**config.mk**
```make
export PLATFORM = sky130hd
export DESIGN_NAME = super_kmer_record_kmer_extractor
export DESIGN_NICKNAME = d
export VERILOG_FILES = /design/src/rtl/ske_pkg.sv /design/src/rtl/ske_front.sv /design/src/rtl/ske_queue.sv /design/src/rtl/ske_back.sv /design/src/rtl/super_kmer_record_kmer_extractor.sv
export SDC_FILE = /design/constraint.sdc
export NUM_CORES = 1
export LEC_CHECK = 0
export BUFFER_PORTS_ARGS = -buffer_cell sky130_fd_sc_hd__buf_4
export CAP_MARGIN = 20
export CORE_MARGIN = 4
export CORE_UTILIZATION = 55
export DETAILED_ROUTE_END_ITERATION = 6
export GPL_ROUTABILITY_DRIVEN = 0
export PLACE_DENSITY_LB_ADDON = 0.1
export SLEW_MARGIN = 15
export SYNTH_ARGS = -nofsm -noshare
export SYNTH_HDL_FRONTEND = slang
export SYNTH_SLANG_ARGS = --single-unit
export TNS_END_PERCENT = 100
```
**constraint.sdc**
```tcl
create_clock -name i_clk -period 21.8 [get_ports i_clk]
set_input_delay 6.54 -clock i_clk [delete_from_list [all_inputs] [get_ports i_clk]]
set_output_delay 6.54 -clock i_clk [all_outputs]
set_load 0.03 [all_outputs]
```
**src/rtl/ske_pkg.sv**
```systemverilog
// Shared types, constants and helpers for the super-k-mer k-mer extractor.
// No dependencies; every other file imports this package.
package ske_pkg;

    localparam int KLEN_W           = 5;
    localparam int CFG_IDX_W        = 2;
    localparam int CFG_DATA_W       = 5;
    localparam int REMAIN_W         = 9;
    localparam int ID_W             = 64;
    localparam int QUEUE_DEPTH      = 4;
    localparam int DEF_MAX_KMER_LEN = 31;

    localparam logic [1:0] BASE_COMP = 2'b10;
    localparam logic [1:0] BASE_MASK = 2'h3;

    localparam logic [CFG_IDX_W-1:0] CFG_KMER_LENGTH    = CFG_IDX_W'(0);
    localparam logic [CFG_IDX_W-1:0] CFG_REVERSE_ENABLE = CFG_IDX_W'(1);

    typedef enum logic [1:0] {
        PH_ID    = 2'd0,
        PH_LEN   = 2'd1,
        PH_BASES = 2'd2
    } t_phase;

    typedef struct packed {
        logic [7:0]      byte_val;
        logic [1:0]      last_slot;
        logic            rec_end;
        logic            rec_start;
        logic [ID_W-1:0] id;
    } t_op;

    function automatic logic [KLEN_W-1:0] f_eff_k(
        input logic [KLEN_W-1:0] k,
        input logic [KLEN_W-1:0] kmax
    );
        logic [KLEN_W-1:0] r;
        r = k;
        if (r < KLEN_W'(2)) r = KLEN_W'(2);
        if (r > kmax) r = kmax;
        return r;
    endfunction

endpackage

```
**src/rtl/ske_front.sv**
```systemverilog
// Front end: parses record headers and turns each packed base byte into a request.
// Depends on ske_pkg.
module ske_front (
    input  logic                         i_clk,
    input  logic                         i_rst_n,
    input  logic                         i_accept,
    input  logic [7:0]                   i_byte,
    input  logic [ske_pkg::KLEN_W-1:0]   i_k,
    output logic                         o_push,
    output ske_pkg::t_op                 o_op
);
    import ske_pkg::*;

    t_phase               r_phase, n_phase;
    logic [2:0]           r_count, n_count;
    logic [ID_W-1:0]      r_id, n_id;
    logic [REMAIN_W-1:0]  r_remain, n_remain;
    logic                 r_start, n_start;
    logic [1:0]           last_slot;
    logic                 rec_end;

    always_ff @(posedge i_clk) begin
        if (!i_rst_n) begin
            r_phase  <= PH_ID;
            r_count  <= 3'd0;
            r_id     <= '0;
            r_remain <= '0;
            r_start  <= 1'b0;
        end else begin
            r_phase  <= n_phase;
            r_count  <= n_count;
            r_id     <= n_id;
            r_remain <= n_remain;
            r_start  <= n_start;
        end
    end

    always_comb begin
        if (r_remain >= REMAIN_W'(4)) begin
            last_slot = 2'd3;
        end else begin
            last_slot = r_remain[1:0] - 2'd1;
        end
        rec_end = (r_remain <= REMAIN_W'(4));
    end

    always_comb begin
        n_phase  = r_phase;
        n_count  = r_count;
        n_id     = r_id;
        n_remain = r_remain;
        n_start  = r_start;
        o_push   = 1'b0;
        o_op.byte_val  = i_byte;
        o_op.last_slot = last_slot;
        o_op.rec_end   = rec_end;
        o_op.rec_start = r_start;
        o_op.id        = r_id;
        if (i_accept) begin
            case (r_phase)
                PH_LEN: begin
                    n_remain = REMAIN_W'(i_byte) + REMAIN_W'(i_k);
                    n_start  = 1'b1;
                    n_phase  = PH_BASES;
                end
                PH_BASES: begin
                    o_push   = 1'b1;
                    n_start  = 1'b0;
                    n_remain = r_remain - REMAIN_W'({1'b0, last_slot} + 3'd1);
                    if (rec_end) begin
                        n_phase = PH_ID;
                        n_count = 3'd0;
                    end
                end
                default: begin
                    if (r_count == 3'd0) begin
                        n_id = ID_W'(i_byte);
                    end else begin
                        n_id = r_id | (ID_W'(i_byte) << {r_count, 3'b000});
                    end
                    n_count = r_count + 3'd1;
                    n_phase = (r_count == 3'd7) ? PH_LEN : PH_ID;
                end
            endcase
        end
    end

endmodule

```
**src/rtl/ske_queue.sv**
```systemverilog
// Short request queue between front and back end, kept as a shift line.
// Depends on ske_pkg.
module ske_queue (
    input  logic          i_clk,
    input  logic          i_rst_n,
    input  logic          i_push,
    input  ske_pkg::t_op  i_op,
    input  logic          i_pop,
    output logic          o_valid,
    output ske_pkg::t_op  o_op,
    output logic          o_full
);
    import ske_pkg::*;

    localparam int CNT_W = $clog2(QUEUE_DEPTH + 1);

    t_op              r_ent [QUEUE_DEPTH];
    logic [CNT_W-1:0] r_count;
    logic [CNT_W-1:0] wr_pos;

    assign o_valid = (r_count != '0);
    assign o_full  = (r_count == CNT_W'(QUEUE_DEPTH));
    assign o_op    = r_ent[0];
    assign wr_pos  = i_pop ? r_count - CNT_W'(1) : r_count;

    always_ff @(posedge i_clk) begin
        if (!i_rst_n) begin
            r_count <= '0;
        end else begin
            r_count <= r_count + CNT_W'(i_push) - CNT_W'(i_pop);
        end
    end

    always_ff @(posedge i_clk) begin
        for (int i = 0; i < QUEUE_DEPTH - 1; i++) begin
            if (i_push && (wr_pos == CNT_W'(i))) begin
                r_ent[i] <= i_op;
            end else if (i_pop) begin
                r_ent[i] <= r_ent[i+1];
            end
        end
        if (i_push && (wr_pos == CNT_W'(QUEUE_DEPTH - 1))) begin
            r_ent[QUEUE_DEPTH-1] <= i_op;
        end
    end

endmodule

```
**src/rtl/ske_back.sv**
```systemverilog
// Back end: rolls bases into the forward and reverse-complement k-mers and emits results.
// Depends on ske_pkg.
module ske_back #(
    parameter int MAX_KMER_LEN = ske_pkg::DEF_MAX_KMER_LEN
) (
    input  logic                          i_clk,
    input  logic                          i_rst_n,
    input  logic [ske_pkg::KLEN_W-1:0]    i_k,
    input  logic                          i_rev_en,
    input  logic                          i_q_valid,
    input  ske_pkg::t_op                  i_q_op,
    output logic                          o_q_pop,
    output logic                          o_out_valid,
    input  logic                          i_out_stall,
    output logic [2*MAX_KMER_LEN-1:0]     o_kmer_value,
    output logic [ske_pkg::ID_W-1:0]      o_source_id,
    output logic                          o_is_reverse,
    output logic                          o_last
);
    import ske_pkg::*;

    localparam int KW = 2 * MAX_KMER_LEN;

    logic              r_busy;
    logic              r_rev_pend;
    logic [7:0]        r_byte;
    logic [1:0]        r_slot;
    logic [1:0]        r_last_slot;
    logic              r_fin;
    logic [ID_W-1:0]   r_id;
    logic [KW-1:0]     r_fwd;
    logic [KW-1:0]     r_rev;
    logic [KLEN_W-1:0] r_held;

    logic              r_out_valid;
    logic [KW-1:0]     r_out_kmer;
    logic [ID_W-1:0]   r_out_id;
    logic              r_out_rev;
    logic              r_out_last;

    logic [7:0]        shifted;
    logic [1:0]        base;
    logic [5:0]        mask_sh;
    logic [5:0]        ins_sh;
    logic [KW-1:0]     mask;
    logic [KW-1:0]     n_fwd;
    logic [KW-1:0]     n_rev;
    logic [KLEN_W-1:0] n_held;
    logic              emit;
    logic              fin_base;
    logic              out_free;
    logic              base_go;
    logic              rev_go;
    logic              base_done;
    logic              entry_done;
    logic              load;

    always_comb begin
        shifted  = r_byte << {r_slot, 1'b0};
        base     = shifted[7:6] & BASE_MASK;
        mask_sh  = 6'(KW) - 6'({i_k, 1'b0});
        ins_sh   = 6'({i_k, 1'b0}) - 6'd2;
        mask     = ~(KW'(0)) >> mask_sh;
        n_fwd    = {r_fwd[KW-3:0], base} & mask;
        n_rev    = ((r_rev >> 2) | (KW'(base ^ BASE_COMP) << ins_sh)) & mask;
        n_held   = (r_held < i_k) ? r_held + KLEN_W'(1) : r_held;
        emit     = (n_held >= i_k);
        fin_base = r_fin && (r_slot == r_last_slot);
        out_free = !r_out_valid || !i_out_stall;
        base_go  = r_busy && !r_rev_pend && (!emit || out_free);
        rev_go   = r_busy && r_rev_pend && out_free;
        base_done  = (base_go && !(emit && i_rev_en)) || rev_go;
        entry_done = base_done && (r_slot == r_last_slot);
        load       = i_q_valid && (!r_busy || entry_done);
    end

    assign o_q_pop = load;

    always_ff @(posedge i_clk) begin
        if (!i_rst_n) begin
            r_busy      <= 1'b0;
            r_rev_pend  <= 1'b0;
            r_out_valid <= 1'b0;
            r_held      <= '0;
        end else begin
            if (base_go && emit) begin
                r_out_valid <= 1'b1;
            end else if (rev_go) begin
                r_out_valid <= 1'b1;
            end else if (!i_out_stall) begin
                r_out_valid <= 1'b0;
            end
            if (base_go && emit && i_rev_en) begin
                r_rev_pend <= 1'b1;
            end else if (rev_go) begin
                r_rev_pend <= 1'b0;
            end
            if (load && i_q_op.rec_start) begin
                r_held <= '0;
            end else if (base_go) begin
                r_held <= n_held;
            end
            if (load) begin
                r_busy <= 1'b1;
            end else if (entry_done) begin
                r_busy <= 1'b0;
            end
        end
    end

    always_ff @(posedge i_clk) begin
        if (base_go && emit) begin
            r_out_kmer <= n_fwd;
            r_out_id   <= r_id;
            r_out_rev  <= 1'b0;
            r_out_last <= fin_base && !i_rev_en;
        end else if (rev_go) begin
            r_out_kmer <= r_rev;
            r_out_id   <= r_id;
            r_out_rev  <= 1'b1;
            r_out_last <= fin_base;
        end
        if (load && i_q_op.rec_start) begin
            r_fwd <= '0;
            r_rev <= '0;
        end else if (base_go) begin
            r_fwd <= n_fwd;
            r_rev <= n_rev;
        end
        if (load) begin
            r_slot <= 2'd0;
        end else if (base_done && !entry_done) begin
            r_slot <= r_slot + 2'd1;
        end
        if (load) begin
            r_byte      <= i_q_op.byte_val;
            r_last_slot <= i_q_op.last_slot;
            r_fin       <= i_q_op.rec_end;
            r_id        <= i_q_op.id;
        end
    end

    assign o_out_valid  = r_out_valid;
    assign o_kmer_value = r_out_kmer;
    assign o_source_id  = r_out_id;
    assign o_is_reverse = r_out_rev;
    assign o_last       = r_out_last;

endmodule

```
**src/rtl/super_kmer_record_kmer_extractor.sv**
```systemverilog
// Top level of the super-k-mer record k-mer extractor: configuration registers,
// front end, request queue and back end. Depends on ske_pkg, ske_front, ske_queue, ske_back.
//
// The front end takes one input byte per cycle; header bytes (eight id bytes, one length
// byte) produce nothing, and every base byte becomes a request in a four-entry queue. The
// back end works through the bases of each request in turn, and with reverse_enable set
// each emitted forward k-mer is followed by its reverse-complement result; that base loop
// sets the sustained rate. Results leave through an output register, one per cycle unless
// i_out_stall holds them, and the front end keeps taking bytes until the queue is full.
module super_kmer_record_kmer_extractor #(
    parameter int MAX_KMER_LEN = ske_pkg::DEF_MAX_KMER_LEN
) (
    input  logic                             i_clk,
    input  logic                             i_rst_n,
    input  logic                             i_in_valid,
    output logic                             o_in_stall,
    input  logic [7:0]                       i_in_byte,
    output logic                             o_out_valid,
    input  logic                             i_out_stall,
    output logic [2*MAX_KMER_LEN-1:0]        o_kmer_value,
    output logic [ske_pkg::ID_W-1:0]         o_source_id,
    output logic                             o_is_reverse,
    output logic                             o_last,
    input  logic                             i_cfg_valid,
    output logic                             o_cfg_ready,
    input  logic [ske_pkg::CFG_IDX_W-1:0]    i_cfg_index,
    input  logic [ske_pkg::CFG_DATA_W-1:0]   i_cfg_data
);
    import ske_pkg::*;

    logic [KLEN_W-1:0] r_kmer_length;
    logic              r_reverse_enable;
    logic [KLEN_W-1:0] eff_k;
    logic              in_accept;
    logic              push;
    t_op               push_op;
    logic              q_valid;
    t_op               q_op;
    logic              q_pop;
    logic              q_full;

    assign o_cfg_ready = 1'b1;
    assign eff_k       = f_eff_k(r_kmer_length, KLEN_W'(MAX_KMER_LEN));
    assign o_in_stall  = q_full;
    assign in_accept   = i_in_valid && !q_full;

    always_ff @(posedge i_clk) begin
        if (!i_rst_n) begin
            r_kmer_length    <= KLEN_W'(31);
            r_reverse_enable <= 1'b0;
        end else if (i_cfg_valid && o_cfg_ready) begin
            if (i_cfg_index == CFG_KMER_LENGTH) begin
                r_kmer_length <= i_cfg_data[KLEN_W-1:0];
            end else if (i_cfg_index == CFG_REVERSE_ENABLE) begin
                r_reverse_enable <= i_cfg_data[0];
            end
        end
    end

    ske_front u_front (
        .i_clk    (i_clk),
        .i_rst_n  (i_rst_n),
        .i_accept (in_accept),
        .i_byte   (i_in_byte),
        .i_k      (eff_k),
        .o_push   (push),
        .o_op     (push_op)
    );

    ske_queue u_queue (
        .i_clk   (i_clk),
        .i_rst_n (i_rst_n),
        .i_push  (push),
        .i_op    (push_op),
        .i_pop   (q_pop),
        .o_valid (q_valid),
        .o_op    (q_op),
        .o_full  (q_full)
    );

    ske_back #(
        .MAX_KMER_LEN (MAX_KMER_LEN)
    ) u_back (
        .i_clk        (i_clk),
        .i_rst_n      (i_rst_n),
        .i_k          (eff_k),
        .i_rev_en     (r_reverse_enable),
        .i_q_valid    (q_valid),
        .i_q_op       (q_op),
        .o_q_pop      (q_pop),
        .o_out_valid  (o_out_valid),
        .i_out_stall  (i_out_stall),
        .o_kmer_value (o_kmer_value),
        .o_source_id  (o_source_id),
        .o_is_reverse (o_is_reverse),
        .o_last       (o_last)
    );

endmodule
```
==> results.rst, run 1 <==
.. list-table::
   :header-rows: 1

   * - Metric
     - Value
   * - Number of distinct standard cells referenced by the synthesized netlist
     - 72
   * - Sum of negative setup slack
     - 0 ns
   * - Number of violations reported at the end of detailed-routing iteration 0
     - 1599
   * - Area of the core
     - about 0.053 mm^2
   * - Async set-reset flop share out of synthesis
     - 0
   * - Most common cell after layout, fill and taps aside
     - sky130_fd_sc_hd__edfxtp_1
   * - Number of flip-flops and latches in the synthesized netlist
     - between 700 and 800
   * - Count of input and output buffers
     - roughly 150
   * - Worst clock skew
     - about 0.023 ns
   * - Num Clock Sinks
     - approximately 730
   * - Maximum resistive drop on vdd
     - around 0.083 mV
   * - Height of the die
     - 238 um
   * - Synthesis-to-layout area growth
     - 14.2%
   * - Fraction of met1 tracks used by global routing
     - 0.307
   * - Std cell rows
     - 84
   * - Worst path arrival time
     - about 11 ns
   * - Relative max-transition margin
     - 0.275
   * - PwrDens
     - approximately 140 mW/mm^2
   * - Die width
     - about 240 um
   * - Unrepaired setup endpoints after global routing
     - no
   * - Post-synthesis cell count
     - about 2200
   * - Global-route wire length before repair
     - a little under 100000 um
   * - Largest net degree at the start of global routing
     - 90
   * - First drt pass iteration count
     - 6
   * - Met2 Track Usage GR
     - 0.355
   * - Final routed DRC violation total
     - 0
   * - Clk root buf
     - sky130_fd_sc_hd__clkbuf_16
   * - Setup fix buffers added after clock tree synthesis
     - 0
   * - CP Launch Type
     - primary input
   * - Reg-to-Reg Start
     - r_kmer_length[2]$_SDFFE_PN1P_
   * - Worst Hold Launch
     - u_back.r_id[55]$_DFFE_PP_
   * - Final setup violation count
     - 0
   * - Antenna violations before repair
     - 0
   * - I/O pin count
     - 151
   * - EDFF count, synth
     - roughly 510
   * - Fraction of the cycle the final worst path needs
     - 0.472
   * - Count of antenna-violating nets left after detailed routing
     - 0
   * - CTS-repair resized insts
     - 0
   * - Gr ovfl total
     - 0
   * - DRT Wirelength
     - 62900 um
   * - Total of warnings raised by yosys
     - 0
   * - Clock period minus final worst setup slack
     - a little over 10 ns
   * - Crit path max-delay family
     - buffers and inverters
   * - Achievable Freq
     - between 90 and 100 MHz
   * - Endpoints failing hold
     - 0
   * - Average instance area after synthesis
     - around 13 um^2
   * - Buffer depth of the longest clock path
     - 3
   * - Most crowded layer after global routing
     - met2
   * - Setup Crit Path Kind
     - in -> reg
   * - Detailed placement HPWL
     - between 30000 and 40000 um
   * - Count of hold buffers inserted by post-cts repair
     - 0
   * - Clock latency on the worst-skew pair
     - 0.62 ns
   * - Req. time, crit path
     - 22.14 ns
   * - Total global routing track utilization
     - 0.219
   * - Final Core Density
     - 0.633
   * - Leading cell types in the layout, fill and taps excluded
     - 506 x sky130_fd_sc_hd__edfxtp_1, 280 x sky130_fd_sc_hd__nand2_1, 221 x sky130_fd_sc_hd__dfxtp_1
   * - Worst path bufs/invs
     - 3
   * - Peak per-stage delay on the critical path
     - just over 0.9 ns
   * - Fraction of final layout cells with drive strength greater than 1
     - 0.222
   * - Max stage delay cell, worst path
     - sky130_fd_sc_hd__buf_4
   * - Leakage power figure
     - 12.3 nW
   * - Number of violations of the max-capacitance limit
     - 0
   * - Starting utilization of the core area
     - 0.555
   * - Top fanout value on the critical path
     - 57
   * - Endpoint kind of the worst setup timing path
     - register
   * - Hold Crit Class
     - reg -> reg
   * - Outcome
     - completed
   * - Number of global-route vias before repair
     - 17600
   * - Overall Power
     - between 4 and 5 mW
   * - Met3 Usage GRT
     - 0.0377
   * - Fill cell count
     - 3972
   * - Seq/Total Area, Yosys
     - 0.673
   * - Worst-Margin Slew
     - about 1.1 ns
   * - Top FF cell, synth
     - sky130_fd_sc_hd__edfxtp_1
   * - Avg Vias per Cell
     - ~5.7
   * - Clock Pin Slew Worst Setup and Hold Paths
     - approximately 0.060 ns
   * - Die area
     - about 0.057 mm^2
   * - Clock buffer count from CTS
     - 76
   * - Nets
     - between 2000 and 2500
   * - Netlist area before placement
     - about 0.029 mm^2
   * - Average wire length per cell after detail routing
     - a little over 20 um
   * - Total inserted antenna cells
     - 0
   * - Number of slew-limit violations in the final report
     - 0
   * - DR vias
     - 17600
   * - Total number of H-tree levels
     - 3
   * - Cell-by-cell listing of the critical path
     - buf_4 -> nand2_1 -> nand2_1 -> o21ai_2 -> o21ai_4 -> inv_4 -> ha_1 -> or2_0 -> o21ai_4 -> buf_4 -> mux2_2
   * - Clock tree from TritonCTS
     - done
   * - Crit path from
     - i_out_stall
-- registers in the layout (all words and copies together) (netlist names), 8 cells and up --
name,cells
u_back.r_fwd,60
u_back.o_kmer_value,62
u_back.r_byte,8
u_back.r_id,64
u_front.r_id,64
u_back.o_source_id,64
u_back.r_rev,62
u_front.r_remain,9
u_queue.r_ent,304
-- logic make-up after synthesis --
| group | count (synthesis) | share of synthesized area |
|---|---|---|
| buffers and inverters | 149 | 0.0246 |
| and+or+nand+nor | 679 | 0.102 |
| DFF | 727 | 0.673 |
| adders and majority gates | 34 | 0.0154 |
| AOI/OAI and AO/OA | 342 | 0.0717 |
| other | 1 | 0.000129 |
| xor gates and xnor gates | 18 | 0.00567 |
| muxes | 241 | 0.108 |
-- final timing paths --
check | slack [ns] | depth (start not counted) | to
max reg2reg | 13.79 | 20 | u_queue.r_ent[1][21]$_DFFE_PP_
max | 11.51 | 11 | u_queue.r_ent[1][21]$_DFFE_PP_
min reg2reg | 0.41 | 0 | u_back.o_source_id[55]$_DFFE_PP_
min | 0.41 | 0 | u_back.o_source_id[55]$_DFFE_PP_
-- synth_stat cells (all sizes together), types with 3 or more instances --
master,number,share of area
a21oi,177,0.030
or3,4,0.00086
a21boi,5,0.0014
fa,3,0.0021
nor2,153,0.020
mux2,231,0.10
o211ai,44,0.011
nand3,131,0.022
o21a,10,0.0026
xnor2,11,0.0036
a31oi,10,0.0021
inv,23,0.0030
xor2,7,0.0021
dfxtp,221,0.15
ha,31,0.013
nand2,283,0.036
buf,42,0.011
nor2b,22,0.0047
o21ai,51,0.0097
o31ai,4,0.0012
or2,4,0.00086
edfxtp,506,0.52
and3,4,0.00086
mux2i,8,0.0027
a211oi,7,0.0018
a2111oi,4,0.0027
and2,6,0.0013
a21o,5,0.0013
clkbuf,83,0.011
nand2b,10,0.0024
nor3,43,0.0074
a22oi,10,0.0026
nor4,10,0.0021
-- routing by layer --
layer  share of wire  up-vias
met1            0.44     8616
met5               0        -
met2            0.48      600
met3           0.064       93
li1                -     8271
met4           0.023        0
-- where the power goes --
group,internal [mW],switching (mW)
registers,2.02,0.134
clock network,0.750,0.517
logic,0.417,0.664
total,3.19,1.31
-- stage by stage --
stage	cell area [um^2]	worst slack (ns)	hold slack, ns	std cells
after floorplan	29200	0.651	0.400	2192
after global placement	30800	11.00	0.401	2926
after detailed placement	30800	10.85	0.405	2926
after CTS	33200	11.50	0.413	3067
after global routing	33300	11.29	0.416	3069
final	33300	11.51	0.411	3069
-- worst register-to-register path, cell delays in order, from the launching register on --
cell and delay [ns]:
sky130_fd_sc_hd__dfxtp_1 0.76, sky130_fd_sc_hd__clkinv_1 0.52, sky130_fd_sc_hd__nand2_1 0.40, sky130_fd_sc_hd__nand2b_1 0.24
sky130_fd_sc_hd__inv_1 0.18, sky130_fd_sc_hd__ha_1 0.25, sky130_fd_sc_hd__nor2_1 0.11, sky130_fd_sc_hd__o31a_1 0.34
sky130_fd_sc_hd__nand2_1 0.12, sky130_fd_sc_hd__xnor2_1 0.14, sky130_fd_sc_hd__ha_1 0.31, sky130_fd_sc_hd__a21oi_1 0.19
sky130_fd_sc_hd__o21ai_0 0.21, sky130_fd_sc_hd__a2111oi_4 0.50, sky130_fd_sc_hd__o21ai_4 0.19, sky130_fd_sc_hd__inv_4 0.35
sky130_fd_sc_hd__ha_1 0.33, sky130_fd_sc_hd__or2_0 0.42, sky130_fd_sc_hd__o21ai_4 0.78, sky130_fd_sc_hd__buf_4 0.95
sky130_fd_sc_hd__mux2_2 0.49
-- cell type report --
cell class | count | area (um^2) | share of cell area
Tap cell | 688 | 861 | 0.0259
Inverter | 24 | 92.6 | 0.00278
Sequential cell | 727 | 19600 | 0.589
Clock inverter | 30 | 297 | 0.00891
Multi-Input combinational cell | 1316 | 8930 | 0.268
Clock buffer | 111 | 2160 | 0.0650
Timing Repair Buffer | 173 | 1320 | 0.0396
Note: power is estimated with default switching activity, not from simulation.
==> run 2: changes to the inputs <==
- clock period: 21.8 -> 10.3 ns (I/O delays scaled with it)
==> run 2 against run 1 <==
Net effect: register-to-register slack worse by 11 ns; total power increased by 110%; flip-flop and latch count unchanged; critical path depth up 8; largest cell class unchanged; design area increased by 0.26%; sequential share of layout area shrank 0.15 points; hold slack improved by 0.0069 ns; clock power grew 120%.
==> results.rst, run 2 (synthesis gave the netlist of run 1 again) <==
.. list-table::
   :header-rows: 1

   * - Metric
     - Value
   * - Outcome
     - completed
   * - Number of cells on the worst reg-to-reg path
     - 19
   * - Destination of the worst register-to-register timing path
     - u_queue.r_ent[2][0]$_DFFE_PP_
   * - Count of placed standard cells in the final layout, fillers left out
     - approximately 3000
   * - Clk root buf
     - sky130_fd_sc_hd__clkbuf_16
   * - Antenna violations before repair
     - 1
   * - Worst path bufs/invs
     - 4
   * - Total number of H-tree levels
     - 3
   * - Setup Crit Path Kind
     - reg -> reg
   * - Dpl cell area
     - ~0.031 mm^2
   * - Clock buffer count from CTS
     - 73
   * - Relative contribution of combinational cells to total power
     - 0.239
   * - Peak per-stage delay on the critical path
     - a little over 1 ns
   * - Reg2reg setup slack
     - approximately 2.7 ns
   * - Req. time, crit path
     - between 10 and 15 ns
   * - Worst Hold Launch
     - u_queue.r_ent[0][60]$_DFFE_PP_
   * - Buffer depth of the longest clock path
     - 3
   * - Clock period minus final worst setup slack
     - 7.55 ns
   * - Count of input and output buffers
     - around 150
   * - Sequential share of power
     - 0.475
   * - Relative max-transition margin
     - 0.274
   * - Global-route wire length before repair
     - approximately 99000 um
   * - Worst path arrival time
     - ~7.9 ns
   * - Most common cell after layout, fill and taps aside
     - sky130_fd_sc_hd__edfxtp_1
   * - Worst-case setup margin in the final layout
     - 2.75 ns
   * - Starting utilization of the core area
     - 0.555
   * - Final Core Density
     - 0.635
   * - Worst clock skew
     - between 0.02 and 0.025 ns
   * - I/O pin count
     - about 150
   * - Top fanout value on the critical path
     - 60
   * - Sum of negative setup slack
     - 0 ns
   * - Number of violations reported at the end of detailed-routing iteration 0
     - approximately 1700
   * - Leakage power figure
     - ~12 nW
   * - Std cell rows
     - 84
   * - Height of the die
     - 238 um
   * - Gr ovfl total
     - 0
   * - CTS-repair resized insts
     - 0
   * - Highest Signal Layer
     - met4
   * - Overall Power
     - between 9 and 10 mW
   * - Clock latency on the worst-skew pair
     - 0.60 ns
   * - PwrDens
     - ~290 mW/mm^2
   * - Nets
     - around 2400
   * - Clock power share
     - 0.286
   * - Fraction of final layout cells with drive strength greater than 1
     - 0.224
   * - Number of violations of the max-capacitance limit
     - 0
   * - Endpoint kind of the worst setup timing path
     - register
   * - DRT Wirelength
     - slightly above 60000 um
   * - Largest net degree at the start of global routing
     - about 120
   * - Final setup violation count
     - 0
   * - Met3 WL post-DR
     - 3670 um
   * - Most frequent cell on the critical path
     - sky130_fd_sc_hd__ha_1
   * - Area of the core
     - 0.0526 mm^2
   * - Final non-filler cell area
     - between 0.03 and 0.04 mm^2
   * - Fraction of the cycle the final worst path needs
     - 0.733
   * - Unrepaired setup endpoints after global routing
     - no
   * - Length of routed met2 wiring
     - between 20000 and 30000 um
   * - Maximum resistive drop on vdd
     - just under 0.2 mV
   * - Setup fix buffers added after clock tree synthesis
     - 0
   * - First drt pass iteration count
     - 6
   * - Max stage delay cell, worst path
     - sky130_fd_sc_hd__o31ai_4
   * - Crit path max-delay family
     - compound AO/OA/AOI/OAI gates
   * - Switching portion of total power
     - 0.288
   * - Average wire length per cell after detail routing
     - 20.4 um
   * - Count of antenna-violating nets left after detailed routing
     - 0
   * - Endpoints failing hold
     - 0
   * - Total inserted antenna cells
     - 0
   * - Worst slack at placement
     - around 2.8 ns
   * - DR vias
     - 17600
   * - Largest Register
     - u_queue.r_ent
   * - Num Clock Sinks
     - 727
   * - Capture endpoint of the worst hold path
     - u_back.r_id[60]$_DFFE_PP_
   * - Reg-to-Reg Start
     - r_kmer_length[2]$_SDFFE_PN1P_
   * - Synthesis-to-layout area growth
     - 14.5%
   * - Cell-by-cell listing of the critical path
     - clkinv_1 -> nand2_1 -> nand2b_1 -> inv_1 -> ha_1 -> nor2_1 -> o31a_1 -> mux2_2 -> ha_1 -> nand2_1 -> o21ai_0 -> a2111oi_4 -> o21ai_4 -> inv_4 -> ha_1 -> nand3_1 -> o31ai_4 -> buf_12 -> mux2_2
   * - Total global routing track utilization
     - 0.219
   * - Number of global-route vias before repair
     - 17500
   * - Fill cell count
     - 3963
   * - Clock Pin Slew Worst Setup and Hold Paths
     - roughly 0.060 ns
   * - Worst-Margin Slew
     - between 1 and 1.5 ns
   * - Detailed placement HPWL
     - 38000 um
   * - Achievable Freq
     - ~130 MHz
   * - Leading cell types in the layout, fill and taps excluded
     - 506 x sky130_fd_sc_hd__edfxtp_1, 280 x sky130_fd_sc_hd__nand2_1, 221 x sky130_fd_sc_hd__dfxtp_1
   * - Number of slew-limit violations in the final report
     - 0
   * - Cell internal pwr
     - 6.82 mW
   * - Clock tree from TritonCTS
     - done
   * - CP Launch Type
     - register
   * - Avg Vias per Cell
     - between 5 and 6
   * - Final routed DRC violation total
     - 0
   * - Hold Crit Class
     - reg -> reg
   * - Die area
     - roughly 0.057 mm^2
   * - Count of hold buffers inserted by post-cts repair
     - 0
   * - Total instance count after detailed placement
     - 2926
   * - Die width
     - 238 um
   * - Count of cells along the worst hold path
     - 0
   * - Flip-flop count of the largest register after layout
     - about 300
   * - Worst hold slack across all endpoints
     - around 0.42 ns
   * - Wl on met1
     - 27400 um
   * - Net switching power
     - between 2 and 3 mW
[run 2: cell count changes in the layout (fill, tap and decap cells not counted), sizes merged]
cell	previous run	this run
clkbuf	112	103
clkinvlp	1	2
inv	26	23
clkinv	22	21
bufinv	5	9
[run 2: how the worst max path moves through the flow]
stage	from	end	depth (start not counted)
6_report	r_kmer_length[2]$_SDFFE_PN1P_	u_queue.r_ent[2][0]$_DFFE_PP_	19
3_5_place_dp	r_kmer_length[2]$_SDFFE_PN1P_	u_queue.r_ent[2][0]$_DFFE_PP_	19
4_1_cts	r_kmer_length[2]$_SDFFE_PN1P_	u_queue.r_ent[2][0]$_DFFE_PP_	19
2_1_floorplan	i_out_stall	u_queue.r_ent[0][0]$_DFFE_PP_	8
5_1_grt	r_kmer_length[2]$_SDFFE_PN1P_	u_queue.r_ent[2][0]$_DFFE_PP_	20
3_3_place_gp	r_kmer_length[2]$_SDFFE_PN1P_	u_queue.r_ent[2][2]$_DFFE_PP_	19
[run 2: final cells by class]
class                           instances  area (um^2)  share of cell area
Multi-Input combinational cell       1316         8940               0.268
Sequential cell                       727        19600               0.588
Timing Repair Buffer                  172         1350              0.0404
Tap cell                              688          861              0.0258
Clock buffer                          103         2120              0.0634
Clock inverter                         31          388              0.0116
Inverter                               24         92.6             0.00277
[run 2: metal layers]
layer / GRT usage / vias to the layer above
li1: - / 8239
met1: 0.305 / 8699
met2: 0.355 / 549
met3: 0.0353 / 108
met4: 0.0744 / 0
met5: 0 / -
[run 2: power by group through the flow]
stage               clock (mW)  combinational [mW]  sequential (mW)
floorplan                    0                1.81             4.58
global placement             0                2.24             4.60
detailed placement           0                2.30             4.62
CTS                       2.80                2.31             4.57
global route              2.93                2.49             4.63
finish                    2.74                2.29             4.55
